<file path="config.mk">
export PLATFORM = sky130hd
export DESIGN_NAME = cube_map_face_uv_core
export DESIGN_NICKNAME = d
export VERILOG_FILES = /design/src/design/cmfuv_pkg.sv /design/src/design/cmfuv_div_step.sv /design/src/design/cube_map_face_uv_core.sv
export SDC_FILE = /design/constraint.sdc
export NUM_CORES = 2
export LEC_CHECK = 0
export ABC_AREA = 1
export BUFFER_PORTS_ARGS = -buffer_cell sky130_fd_sc_hd__buf_4
export CAP_MARGIN = 10
export CORE_MARGIN = 5
export CORE_UTILIZATION = 49
export CTS_CLUSTER_SIZE = 12
export DETAILED_ROUTE_END_ITERATION = 8
export GPL_TIMING_DRIVEN = 1
export PLACE_DENSITY = 0.68
export SYNTH_ARGS = -nofsm -noshare
export SYNTH_HDL_FRONTEND = slang
export SYNTH_SLANG_ARGS = --single-unit
</file>
<file path="constraint.sdc">
create_clock -name clk -period 12.3 [get_ports clk]
set_input_delay 0.615 -clock clk [delete_from_list [all_inputs] [get_ports clk]]
set_output_delay 0.615 -clock clk [all_outputs]
set_load 0.02 [all_outputs]
</file>
<file path="src/design/cmfuv_pkg.sv">
// ============================================================================
// Cube map face UV package
// Shared defaults and face codes for the cube map face and coordinate core.
// ============================================================================
`default_nettype none

package cmfuv_pkg;

    localparam int COMPONENT_BITS_DEFAULT = 16;
    localparam int UV_FRAC_BITS_DEFAULT   = 15;

    localparam logic [2:0] FACE_POS_X = 3'd0;
    localparam logic [2:0] FACE_NEG_X = 3'd1;
    localparam logic [2:0] FACE_POS_Y = 3'd2;
    localparam logic [2:0] FACE_NEG_Y = 3'd3;
    localparam logic [2:0] FACE_POS_Z = 3'd4;
    localparam logic [2:0] FACE_NEG_Z = 3'd5;

endpackage

`default_nettype wire

</file>
<file path="src/design/cmfuv_div_step.sv">
// ============================================================================
// Cube map face UV division step
// One restoring division step: compare the partial remainder with the
// divisor, produce one quotient bit and the reduced remainder.
// ============================================================================
`default_nettype none

module cmfuv_div_step #(
    parameter int REM_BITS = cmfuv_pkg::COMPONENT_BITS_DEFAULT + 1
) (
    input  logic [REM_BITS-1:0] rem_in,
    input  logic [REM_BITS-1:0] divisor,
    output logic                quo_bit,
    output logic [REM_BITS-1:0] rem_out
);

    always_comb
    begin
        quo_bit = (rem_in >= divisor);
        rem_out = quo_bit ? (rem_in - divisor) : rem_in;
    end

endmodule

`default_nettype wire

</file>
<file path="src/design/cube_map_face_uv_core.sv">
// ============================================================================
// Cube map face UV core
// Selects the cube face of a ray direction and computes its texture
// coordinates in unsigned fixed point.
// ============================================================================
// The core accepts one direction per clock unless a stall reaches its input,
// and returns one result per direction, in order. The pipeline holds the
// coordinate divider, which resolves one quotient bit per pipeline stage
// for UV_FRAC_BITS + 2 stages, plus an input stage, a face selection stage,
// an offset stage and the rounding output stage. Each stage holds its
// transaction on a stall and empty stages are filled while later ones
// wait.
`default_nettype none

module cube_map_face_uv_core #(
    parameter int COMPONENT_BITS = cmfuv_pkg::COMPONENT_BITS_DEFAULT,
    parameter int UV_FRAC_BITS   = cmfuv_pkg::UV_FRAC_BITS_DEFAULT
) (
    input  logic                                       clk,
    input  logic                                       rst_n,
    input  logic                                       s_axis_tvalid,
    output logic                                       s_axis_tready,
    // Fields from bit 0 up: dir_x, dir_y, dir_z.
    input  logic [((3*COMPONENT_BITS+7)/8)*8-1:0]      s_axis_tdata,
    output logic                                       m_axis_tvalid,
    input  logic                                       m_axis_tready,
    // Fields from bit 0 up: face, tex_u, tex_v.
    output logic [((2*UV_FRAC_BITS+5+7)/8)*8-1:0]      m_axis_tdata,
    // Fields from bit 0 up: degenerate.
    output logic [0:0]                                 m_axis_tuser
);

    localparam int W     = COMPONENT_BITS;
    localparam int F     = UV_FRAC_BITS;
    localparam int D     = F + 2;
    localparam int NST   = D + 4;
    localparam int OUT_W = ((2*F+5+7)/8)*8;

    localparam logic [D-1:0] UV_ONE_Q  = {{(D-1){1'b0}}, 1'b1} << F;
    localparam logic [F:0]   UV_ONE    = {{F{1'b0}}, 1'b1} << F;
    localparam logic [F:0]   UV_HALF   = {{F{1'b0}}, 1'b1} << (F-1);

    logic [NST-1:0] valid_reg;
    logic [NST-1:0] stage_en;
    logic [NST-1:0] valid_in;

    assign stage_en[NST-1] = !valid_reg[NST-1] || m_axis_tready;

    genvar gi;
    generate
        for (gi = 0; gi < NST-1; gi++)
        begin : g_en
            assign stage_en[gi] = !valid_reg[gi] || stage_en[gi+1];
        end
    endgenerate

    assign valid_in      = {valid_reg[NST-2:0], s_axis_tvalid};
    assign s_axis_tready = stage_en[0];

    always_ff @(posedge clk or negedge rst_n)
    begin
        if (!rst_n)
        begin
            valid_reg <= '0;
        end
        else
        begin
            for (int i = 0; i < NST; i++)
            begin
                if (stage_en[i])
                begin
                    valid_reg[i] <= valid_in[i];
                end
            end
        end
    end

    // Input stage.
    logic [W-1:0] x0_reg, y0_reg, z0_reg;

    always_ff @(posedge clk)
    begin
        if (stage_en[0])
        begin
            x0_reg <= s_axis_tdata[W-1:0];
            y0_reg <= s_axis_tdata[2*W-1:W];
            z0_reg <= s_axis_tdata[3*W-1:2*W];
        end
    end

    // Face selection stage.
    logic [W-1:0] ax, ay, az;
    logic [W:0]   xe, ye, ze, xn, yn, zn;
    logic         x_pos, y_pos, z_pos;
    logic [2:0]   face1_next;
    logic [W-1:0] m1_next;
    logic [W:0]   nu1_next, nv1_next;
    logic         degen1_next;

    always_comb
    begin
        xe    = {x0_reg[W-1], x0_reg};
        ye    = {y0_reg[W-1], y0_reg};
        ze    = {z0_reg[W-1], z0_reg};
        xn    = ~xe + 1'b1;
        yn    = ~ye + 1'b1;
        zn    = ~ze + 1'b1;
        ax    = x0_reg[W-1] ? xn[W-1:0] : x0_reg;
        ay    = y0_reg[W-1] ? yn[W-1:0] : y0_reg;
        az    = z0_reg[W-1] ? zn[W-1:0] : z0_reg;
        x_pos = !x0_reg[W-1] && (x0_reg != '0);
        y_pos = !y0_reg[W-1] && (y0_reg != '0);
        z_pos = !z0_reg[W-1] && (z0_reg != '0);
        degen1_next = (x0_reg == '0) && (y0_reg == '0) && (z0_reg == '0);

        priority if ((ax >= ay) && (ax >= az))
        begin
            m1_next    = ax;
            face1_next = x_pos ? cmfuv_pkg::FACE_POS_X : cmfuv_pkg::FACE_NEG_X;
            nu1_next   = x_pos ? ze : zn;
            nv1_next   = yn;
        end
        else if (ay >= az)
        begin
            m1_next    = ay;
            face1_next = y_pos ? cmfuv_pkg::FACE_POS_Y : cmfuv_pkg::FACE_NEG_Y;
            nu1_next   = xn;
            nv1_next   = y_pos ? ze : zn;
        end
        else
        begin
            m1_next    = az;
            face1_next = z_pos ? cmfuv_pkg::FACE_POS_Z : cmfuv_pkg::FACE_NEG_Z;
            nu1_next   = z_pos ? xn : xe;
            nv1_next   = yn;
        end
    end

    logic [2:0]   face1_reg;
    logic [W-1:0] m1_reg;
    logic [W:0]   nu1_reg, nv1_reg;
    logic         degen1_reg;

    always_ff @(posedge clk)
    begin
        if (stage_en[1])
        begin
            face1_reg  <= face1_next;
            m1_reg     <= m1_next;
            nu1_reg    <= nu1_next;
            nv1_reg    <= nv1_next;
            degen1_reg <= degen1_next;
        end
    end

    // Offset stage: the numerators m + n lie in [0, 2m].
    logic [2:0]   face2_reg;
    logic [W-1:0] m2_reg;
    logic [W:0]   su2_reg, sv2_reg;
    logic         degen2_reg;

    always_ff @(posedge clk)
    begin
        if (stage_en[2])
        begin
            face2_reg  <= face1_reg;
            m2_reg     <= m1_reg;
            su2_reg    <= {1'b0, m1_reg} + nu1_reg;
            sv2_reg    <= {1'b0, m1_reg} + nv1_reg;
            degen2_reg <= degen1_reg;
        end
    end

    // Division stages: quotient of s * 2^F / m, one bit per stage.
    logic [W:0]   rem_u_reg [D];
    logic [W:0]   rem_v_reg [D];
    logic [D-1:0] quo_u_reg [D];
    logic [D-1:0] quo_v_reg [D];
    logic [W-1:0] m_d_reg   [D];
    logic [2:0]   face_d_reg [D];
    logic         degen_d_reg [D];

    genvar gk;
    generate
        for (gk = 0; gk < D; gk++)
        begin : g_div
            logic [W:0]   rem_u_src, rem_v_src, div_src;
            logic [D-1:0] quo_u_src, quo_v_src;
            logic [W-1:0] m_src;
            logic [2:0]   face_src;
            logic         degen_src;
            logic         bit_u, bit_v;
            logic [W:0]   rem_u_new, rem_v_new;

            if (gk == 0)
            begin : g_first
                assign rem_u_src = su2_reg;
                assign rem_v_src = sv2_reg;
                assign div_src   = {m2_reg, 1'b0};
                assign quo_u_src = '0;
                assign quo_v_src = '0;
                assign m_src     = m2_reg;
                assign face_src  = face2_reg;
                assign degen_src = degen2_reg;
            end
            else
            begin : g_next
                if (gk == 1)
                begin : g_noshift
                    assign rem_u_src = rem_u_reg[gk-1];
                    assign rem_v_src = rem_v_reg[gk-1];
                end
                else
                begin : g_shift
                    assign rem_u_src = {rem_u_reg[gk-1][W-1:0], 1'b0};
                    assign rem_v_src = {rem_v_reg[gk-1][W-1:0], 1'b0};
                end
                assign div_src   = {1'b0, m_d_reg[gk-1]};
                assign quo_u_src = quo_u_reg[gk-1];
                assign quo_v_src = quo_v_reg[gk-1];
                assign m_src     = m_d_reg[gk-1];
                assign face_src  = face_d_reg[gk-1];
                assign degen_src = degen_d_reg[gk-1];
            end

            cmfuv_div_step #(
                .REM_BITS (W + 1)
            ) u_step_u (
                .rem_in  (rem_u_src),
                .divisor (div_src),
                .quo_bit (bit_u),
                .rem_out (rem_u_new)
            );

            cmfuv_div_step #(
                .REM_BITS (W + 1)
            ) u_step_v (
                .rem_in  (rem_v_src),
                .divisor (div_src),
                .quo_bit (bit_v),
                .rem_out (rem_v_new)
            );

            always_ff @(posedge clk)
            begin
                if (stage_en[3+gk])
                begin
                    rem_u_reg[gk]   <= rem_u_new;
                    rem_v_reg[gk]   <= rem_v_new;
                    quo_u_reg[gk]   <= {quo_u_src[D-2:0], bit_u};
                    quo_v_reg[gk]   <= {quo_v_src[D-2:0], bit_v};
                    m_d_reg[gk]     <= m_src;
                    face_d_reg[gk]  <= face_src;
                    degen_d_reg[gk] <= degen_src;
                end
            end
        end
    endgenerate

    // Rounding stage: round half up is (Q + 1) >> 1.
    logic [D:0]   qu_inc, qv_inc;
    logic [D-1:0] qu_rnd, qv_rnd;
    logic [F:0]   u_out_next, v_out_next;

    always_comb
    begin
        qu_inc = {1'b0, quo_u_reg[D-1]} + {{D{1'b0}}, 1'b1};
        qv_inc = {1'b0, quo_v_reg[D-1]} + {{D{1'b0}}, 1'b1};
        qu_rnd = qu_inc[D:1];
        qv_rnd = qv_inc[D:1];
        if (degen_d_reg[D-1])
        begin
            u_out_next = UV_HALF;
            v_out_next = UV_HALF;
        end
        else
        begin
            u_out_next = (qu_rnd > UV_ONE_Q) ? UV_ONE : qu_rnd[F:0];
            v_out_next = (qv_rnd > UV_ONE_Q) ? UV_ONE : qv_rnd[F:0];
        end
    end

    logic [2:0] face_out_reg;
    logic [F:0] u_out_reg, v_out_reg;
    logic       degen_out_reg;

    always_ff @(posedge clk)
    begin
        if (stage_en[NST-1])
        begin
            face_out_reg  <= face_d_reg[D-1];
            u_out_reg     <= u_out_next;
            v_out_reg     <= v_out_next;
            degen_out_reg <= degen_d_reg[D-1];
        end
    end

    assign m_axis_tvalid = valid_reg[NST-1];
    assign m_axis_tdata  = OUT_W'({v_out_reg, u_out_reg, face_out_reg});
    assign m_axis_tuser  = degen_out_reg;

endmodule

`default_nettype wire

</file>
# Word-level counts from Yosys, hierarchy flattened
# Memory sizes are Yosys's and may differ from the RTL's. A register that Yosys moved wholly into a read port is not among the register bits.
# Cells that the tools add are included.
# word_totals
reg_bits,210
ramBits,1496
input_bits,52
out_inout_bits,43
word_cells,275
mem_count,7
# op_classes
addsub,41
n_lt_le_gt_ge,39
muxes,87
n_bitwise,3
n_reduce_logical,59
# memory_table
name,words,width,read_ports,rd_clocked_by_memory_dff,wr,line_no,text
quo_u_reg,17,17,17,0,17,cube_map_face_uv_core.sv:177,logic [D-1:0] quo_u_reg [D];
quo_v_reg,17,17,17,0,17,cube_map_face_uv_core.sv:178,logic [D-1:0] quo_v_reg [D];
rem_u_reg,17,17,16,0,17,cube_map_face_uv_core.sv:175,logic [W:0] rem_u_reg [D];
rem_v_reg,17,17,16,0,17,cube_map_face_uv_core.sv:176,logic [W:0] rem_v_reg [D];
m_d_reg,17,16,16,0,17,cube_map_face_uv_core.sv:179,logic [W-1:0] m_d_reg [D];
face_d_reg,17,3,17,1,17,cube_map_face_uv_core.sv:180,logic [2:0] face_d_reg [D];
1 more memories,-,-,-,-,-,-,
# ops
cell,count
$mux 17,41
$ge 17x16->1,32
$sub 17x16->17,32
$mux 16,7
$add 17x1->17 const B,3
$not 17->17,3
$ge 16x16->1,3
$logic_not 16->1,3
$reduce_bool 16->1,3
$mux 1,37
$add 17x1->18 const B,2
$add 16x17->17,2
$ge 17x17->1,2
$gt 17x16->1 const B,2
$sub 17x17->17,2
$logic_not 1->1,24
$logic_or 1x1->1,21
$logic_and 1x1->1,6
$mux 3,2
$reduce_or 2->1,2

# Logic depth before layout (Yosys ltp)
# logic_depth
ltp_word,22
ltp_mapped,25
mapped_depth_nobuf,24

# Hierarchy
# From an unflattened synthesis, not the netlist that was laid out.
# unflattened
hier_cells,12764
area_unflattened_um2,99183.9
# modules_own_cells
mod,n_inst,cells_each,area_each_um2,seq_area_each_um2
cube_map_face_uv_core,1,2553,47254.1,40644.0
cmfuv_div_step (g_div[0].u_step_v ...),22,302,1535.2,0.0
cmfuv_div_step (g_div[4].u_step_v ...),7,306,1576.5,0.0
cmfuv_div_step (g_div[0].u_step_u ...),5,285,1423.9,0.0

# Worst setup path before layout
# OpenSTA, ideal clock, no wires.
# synth_timing
path_type,input to register
from,input port m_axis_tready
to,"register x0_reg[0], enable pin"
setup_time_ns,0.769
arrival_ns,8.618
required_time_ns,11.531
path_slack_ns,2.912
cell_stages,12
n_path_buf,0
path_cell_list,inv_1 -> nand3_2 -> nor2_2 -> nand4_2 -> nor2_4 -> nand4_4 -> nor2_2 -> nand4_2 -> nor2_4 -> nand4_4 -> nor2_4 -> nand3_1
# synth_between
elab_chain_cells,21
# synth_lines
element,line_no,text
from (decl),cube_map_face_uv_core.sv:26,"input logic m_axis_tready,"
$logic_or 1x1->1,cube_map_face_uv_core.sv:47,assign stage_en[NST-1] = !valid_reg[NST-1] || m_axis_tready;
$logic_or 1x1->1,cube_map_face_uv_core.sv:53,assign stage_en[gi] = !valid_reg[gi] || stage_en[gi+1];
net stage_en[19],cube_map_face_uv_core.sv:44,logic [NST-1:0] stage_en;
$logic_or 1x1->1 (4 in a row),cube_map_face_uv_core.sv:53,
net stage_en[15],cube_map_face_uv_core.sv:44,
$logic_or 1x1->1 (4 in a row),cube_map_face_uv_core.sv:53,
net stage_en[11],cube_map_face_uv_core.sv:44,
$logic_or 1x1->1 (4 in a row),cube_map_face_uv_core.sv:53,
net stage_en[7],cube_map_face_uv_core.sv:44,
$logic_or 1x1->1 (4 in a row),cube_map_face_uv_core.sv:53,
net stage_en[3],cube_map_face_uv_core.sv:44,
$logic_or 1x1->1 (3 in a row),cube_map_face_uv_core.sv:53,
net s_axis_tready,cube_map_face_uv_core.sv:22,"output logic s_axis_tready,"
to (signal assigned),cube_map_face_uv_core.sv:85,x0_reg <= s_axis_tdata[W-1:0];
to (decl),cube_map_face_uv_core.sv:79,"logic [W-1:0] x0_reg, y0_reg, z0_reg;"
# The timed path passes the listed nets, and every way through them passes these cells.
# A chain may end at the register's enable or synchronous reset.

# Final worst setup path
# layout_timing
from,register valid_reg[20]
to,output port s_axis_tready
# layout_between
elab_chain_cells,22
# layout_lines
element,line_no,text
from (decl),cube_map_face_uv_core.sv:43,logic [NST-1:0] valid_reg;
"from (signal, indexed assignment)",cube_map_face_uv_core.sv:72,valid_reg[i] <= valid_in[i];
$logic_not 1->1,cube_map_face_uv_core.sv:47,
$logic_or 1x1->1,cube_map_face_uv_core.sv:47,
$logic_or 1x1->1,cube_map_face_uv_core.sv:53,
net stage_en[19],cube_map_face_uv_core.sv:44,
$logic_or 1x1->1 (4 in a row),cube_map_face_uv_core.sv:53,
net stage_en[15],cube_map_face_uv_core.sv:44,
$logic_or 1x1->1 (4 in a row),cube_map_face_uv_core.sv:53,
net stage_en[11],cube_map_face_uv_core.sv:44,
$logic_or 1x1->1 (4 in a row),cube_map_face_uv_core.sv:53,
net stage_en[7],cube_map_face_uv_core.sv:44,
$logic_or 1x1->1 (4 in a row),cube_map_face_uv_core.sv:53,
net stage_en[3],cube_map_face_uv_core.sv:44,
$logic_or 1x1->1 (3 in a row),cube_map_face_uv_core.sv:53,
to (decl),cube_map_face_uv_core.sv:22,
# The timed path passes the listed nets, and every way through them passes these cells.

==> impl_metrics.yaml <==
status:
  outcome: "finished clean"
synth:
  ys.flop_type: "edfxtp_1"
  number_of_synthesized_flops_with_an_enable_pin: 1336
  synthMostInstantiatedCell: "nand2_1"
  synth_top_cell_area_share_pct: 54.4
  syn_area_per_cell_um2: 10.6
  netlist_area_um2: 73700
  count_of_state_elements_after_synthesis: 1357
  async_flop_share_pct: 1.55
  synthCells: 6941
  fraction_of_the_yosys_area_taken_by_sequential_cells_pct: 55.1
  synth.lib_cells_used.distinct: 57
  yosys-top-cells-count: "nand2_1 (1421), edfxtp_1 (1336), o21ai_0 (736)"
  post-synth-top-area-cell: "edfxtp_1"
  synth.area.top_cells: "edfxtp_1 (54%), ha_1 (11%), nand2_1 (7.2%)"
  yosysWarnings: 0
route:
  ant_nets: 0
  detailedRoute.firstIterationViolations: 3877
  route.vias.total: 49838
  route.detailed.vias_per_inst: 5.38
  drt_drc_violations_left: 0
  routed_wl_mm: 170
  drt_pass1_iterations: 6
  detailed_route_wire_length_per_cell_um: 18.4
grt:
  grt_util_all_layers_pct: 21.4
  first_pass_grt_wire_length_mm: 267
  first_global_vias: 48364
  grt-ovfl-total: 0
  antenna_violations_before_repair: 6
  grt_max_degree: 83
timing:
  period_minus_slack_ps: 6110
  timing.setup.tns_ps: 0
  achievable-frequency_mhz: 164
  final.setup_skew_ps: 26.5
  max_slew.worst_pin.slew_ps: 1150
  setup_viol: 0
  finalCritPeriodShare_pct: 49.7
  timing.slew.headroom_pct: 23.2
  rsz0062_at_grt: "false"
  slew_violations: 0
  hold_viol: 0
setup_path:
  path_class: "reg -> out"
  worstPathArrival_ps: 5490
  sort_of_element_at_the_start_of_the_critical_path: "flip-flop"
  required_ps: 11690
  kind_of_end_point_of_the_critical_path: "primary output"
  critical_path.max_fanout: 64
clocking:
  htree_num_levels: 4
  tritoncts.num_buffers: 149
  cts_tree: "done"
  worst_skew_pair.late_latency_ps: 770
  cts.reportedPaths.clkPinSlew_ps: 60
  clock_sink_count: 1357
  post_cts.resized_instances: 0
  clock_tree.buffer_depth: 3
  clock-root-buffer: "clkbuf_16"
final_layout:
  synthToLayoutAreaGrowth_pct: 10.7
  finish.net_count: 7853
  final_layout_size_suffix_gt1_share_pct: 5.50
  n_antenna_cell: 0
floorplanning:
  floorplan.core_area_um2: 150000
  starting_utilization_of_the_core_area_pct: 49.2
  fp.dieArea_um2: 158000
  floorplan.rows: 142
  die_h_um: 398
  io_pins: 95
  horizontal_die_dimension_um: 398
flow_run:
  max-cap-violations: 0
placed_design:
  place_hpwl_mm: 133
  port-buffer-count: 89
  gp_routability_congestion: 0.931
min_path:
  min-delay-path-class: "in -> reg"
-- critical path: stages, from the launching register on --
cell	delay, ps
dfrtp_1	390
nand3_2	720
nor2_2	490
nand4_4	310
nor2_4	250
nand4_4	180
nor2_2	230
nand4_4	90
buf_4	360
nor2_4	270
nand4_4	80
buf_4	360
nor2_4	250
nand3_2	80
buf_4	340
buf_4	270
-- layout make-up --
| type | instances | area [µm²] |
|---|---|---|
| Tap cell | 2016 | 2520 |
| Clock inverter | 66 | 728 |
| Clock buffer | 192 | 3940 |
| Sequential cell | 1357 | 40600 |
| Fill cell | 12771 | 68200 |
| Multi-Input combinational cell | 4791 | 29900 |
| Timing Repair Buffer | 155 | 1280 |
| Inverter | 680 | 2550 |
-- logic make-up (layout without fill, tap and decap cells) --
group                      count (synthesis)  in the layout  synth area share (%)
DFF                                     1357           1357                  55.1
and+or+nand+nor                         2089           2089                  11.9
adders and majority gates                667            667                  11.7
buffers and inverters                    797           1093                  4.34
other                                      1              5               0.00509
xor gates and xnor gates                 498            498                  5.94
muxes                                      2              2                0.0272
AOI/OAI and AO/OA                       1530           1530                  11.0
-- final timing paths --
| check | start | end | slack, ps | cells after the start |
|---|---|---|---|---|
| min reg2reg | quo_v_reg[0][194]$_DFFE_PP_ | quo_v_reg[0][212]$_DFFE_PP_ | 410 | 0 |
| min | s_axis_tdata[16] | y0_reg[0]$_DFFE_PP_ | 60 | 1 |
| min in group asynchronous | rst_n | valid_reg[2]$_DFFE_PN0P_ | 330 | 2 |
| max in group asynchronous | rst_n | valid_reg[20]$_DFFE_PN0P_ | 11570 | 2 |
| max reg2reg | y0_reg[0]$_DFFE_PP_ | m1_reg[14]$_DFFE_PP_ | 6260 | 22 |
| max | valid_reg[20]$_DFFE_PN0P_ | s_axis_tready | 6190 | 15 |
-- routing by layer --
metal	vias to the layer above	part of all wire (%)	global-route usage [%]
met5	-	0	0
met2	1189	49	37.1
met4	0	2.7	6.11
met3	267	4.6	2.72
li1	24823	-	-
met1	23559	44	28.4
-- what timing repair did --
item                                   4_1_cts  5_1_grt
endpoints found under the hold margin       65        0
hold buffers                                45        0
buffers inserted                             0        0
-- stage by stage --
step                setup WS, ps  instances  util (%)  instance area (µm²)  hold slack [ps]
detailed placement          6370       8954      51.1                76500              405
CTS                         6020       9257      54.5                81600          0.00661
global route                5550       9257      54.5                81600             8.59
finish                      6190       9257      54.5                81600             57.6
global placement            6370       8954      51.1                76500              400
floorplan                   2910       6945         -                73700              319
-- cells in the final DEF, fill, tap and decap left out, types with 6 or more instances in the layout --
cell type | netlist | final
a21boi_0 | 51 | 51
a21o_1 | 41 | 41
a21oi_1 | 549 | 549
a311oi_1 | 13 | 13
a31oi_1 | 31 | 31
buf_4 | 5 | 110
bufinv_16 | 0 | 9
clkbuf_1 | 55 | 40
clkbuf_16 | 0 | 151
clkinv_1 | 1 | 19
clkinv_2 | 0 | 15
clkinv_8 | 0 | 6
clkinvlp_4 | 0 | 7
dfrtp_1 | 21 | 21
dlygate4sd3_1 | 0 | 45
edfxtp_1 | 1336 | 1336
fa_1 | 34 | 34
ha_1 | 633 | 633
inv_1 | 668 | 659
inv_2 | 11 | 19
nand2_1 | 1421 | 1416
nand2_2 | 5 | 9
nand3_1 | 172 | 171
nand4_1 | 71 | 71
nor2_1 | 275 | 275
nor2_2 | 7 | 7
nor2_4 | 17 | 17
nor3_1 | 70 | 70
nor4b_1 | 9 | 9
o211ai_1 | 11 | 11
o21ai_0 | 736 | 736
o21ai_1 | 59 | 59
o221ai_1 | 15 | 15
o41ai_1 | 6 | 6
or2_2 | 14 | 14
xnor2_1 | 257 | 257
xor2_1 | 239 | 239
Power is not shown: default switching activity piles up to over one toggle a cycle in this logic, so the estimate is an artifact.
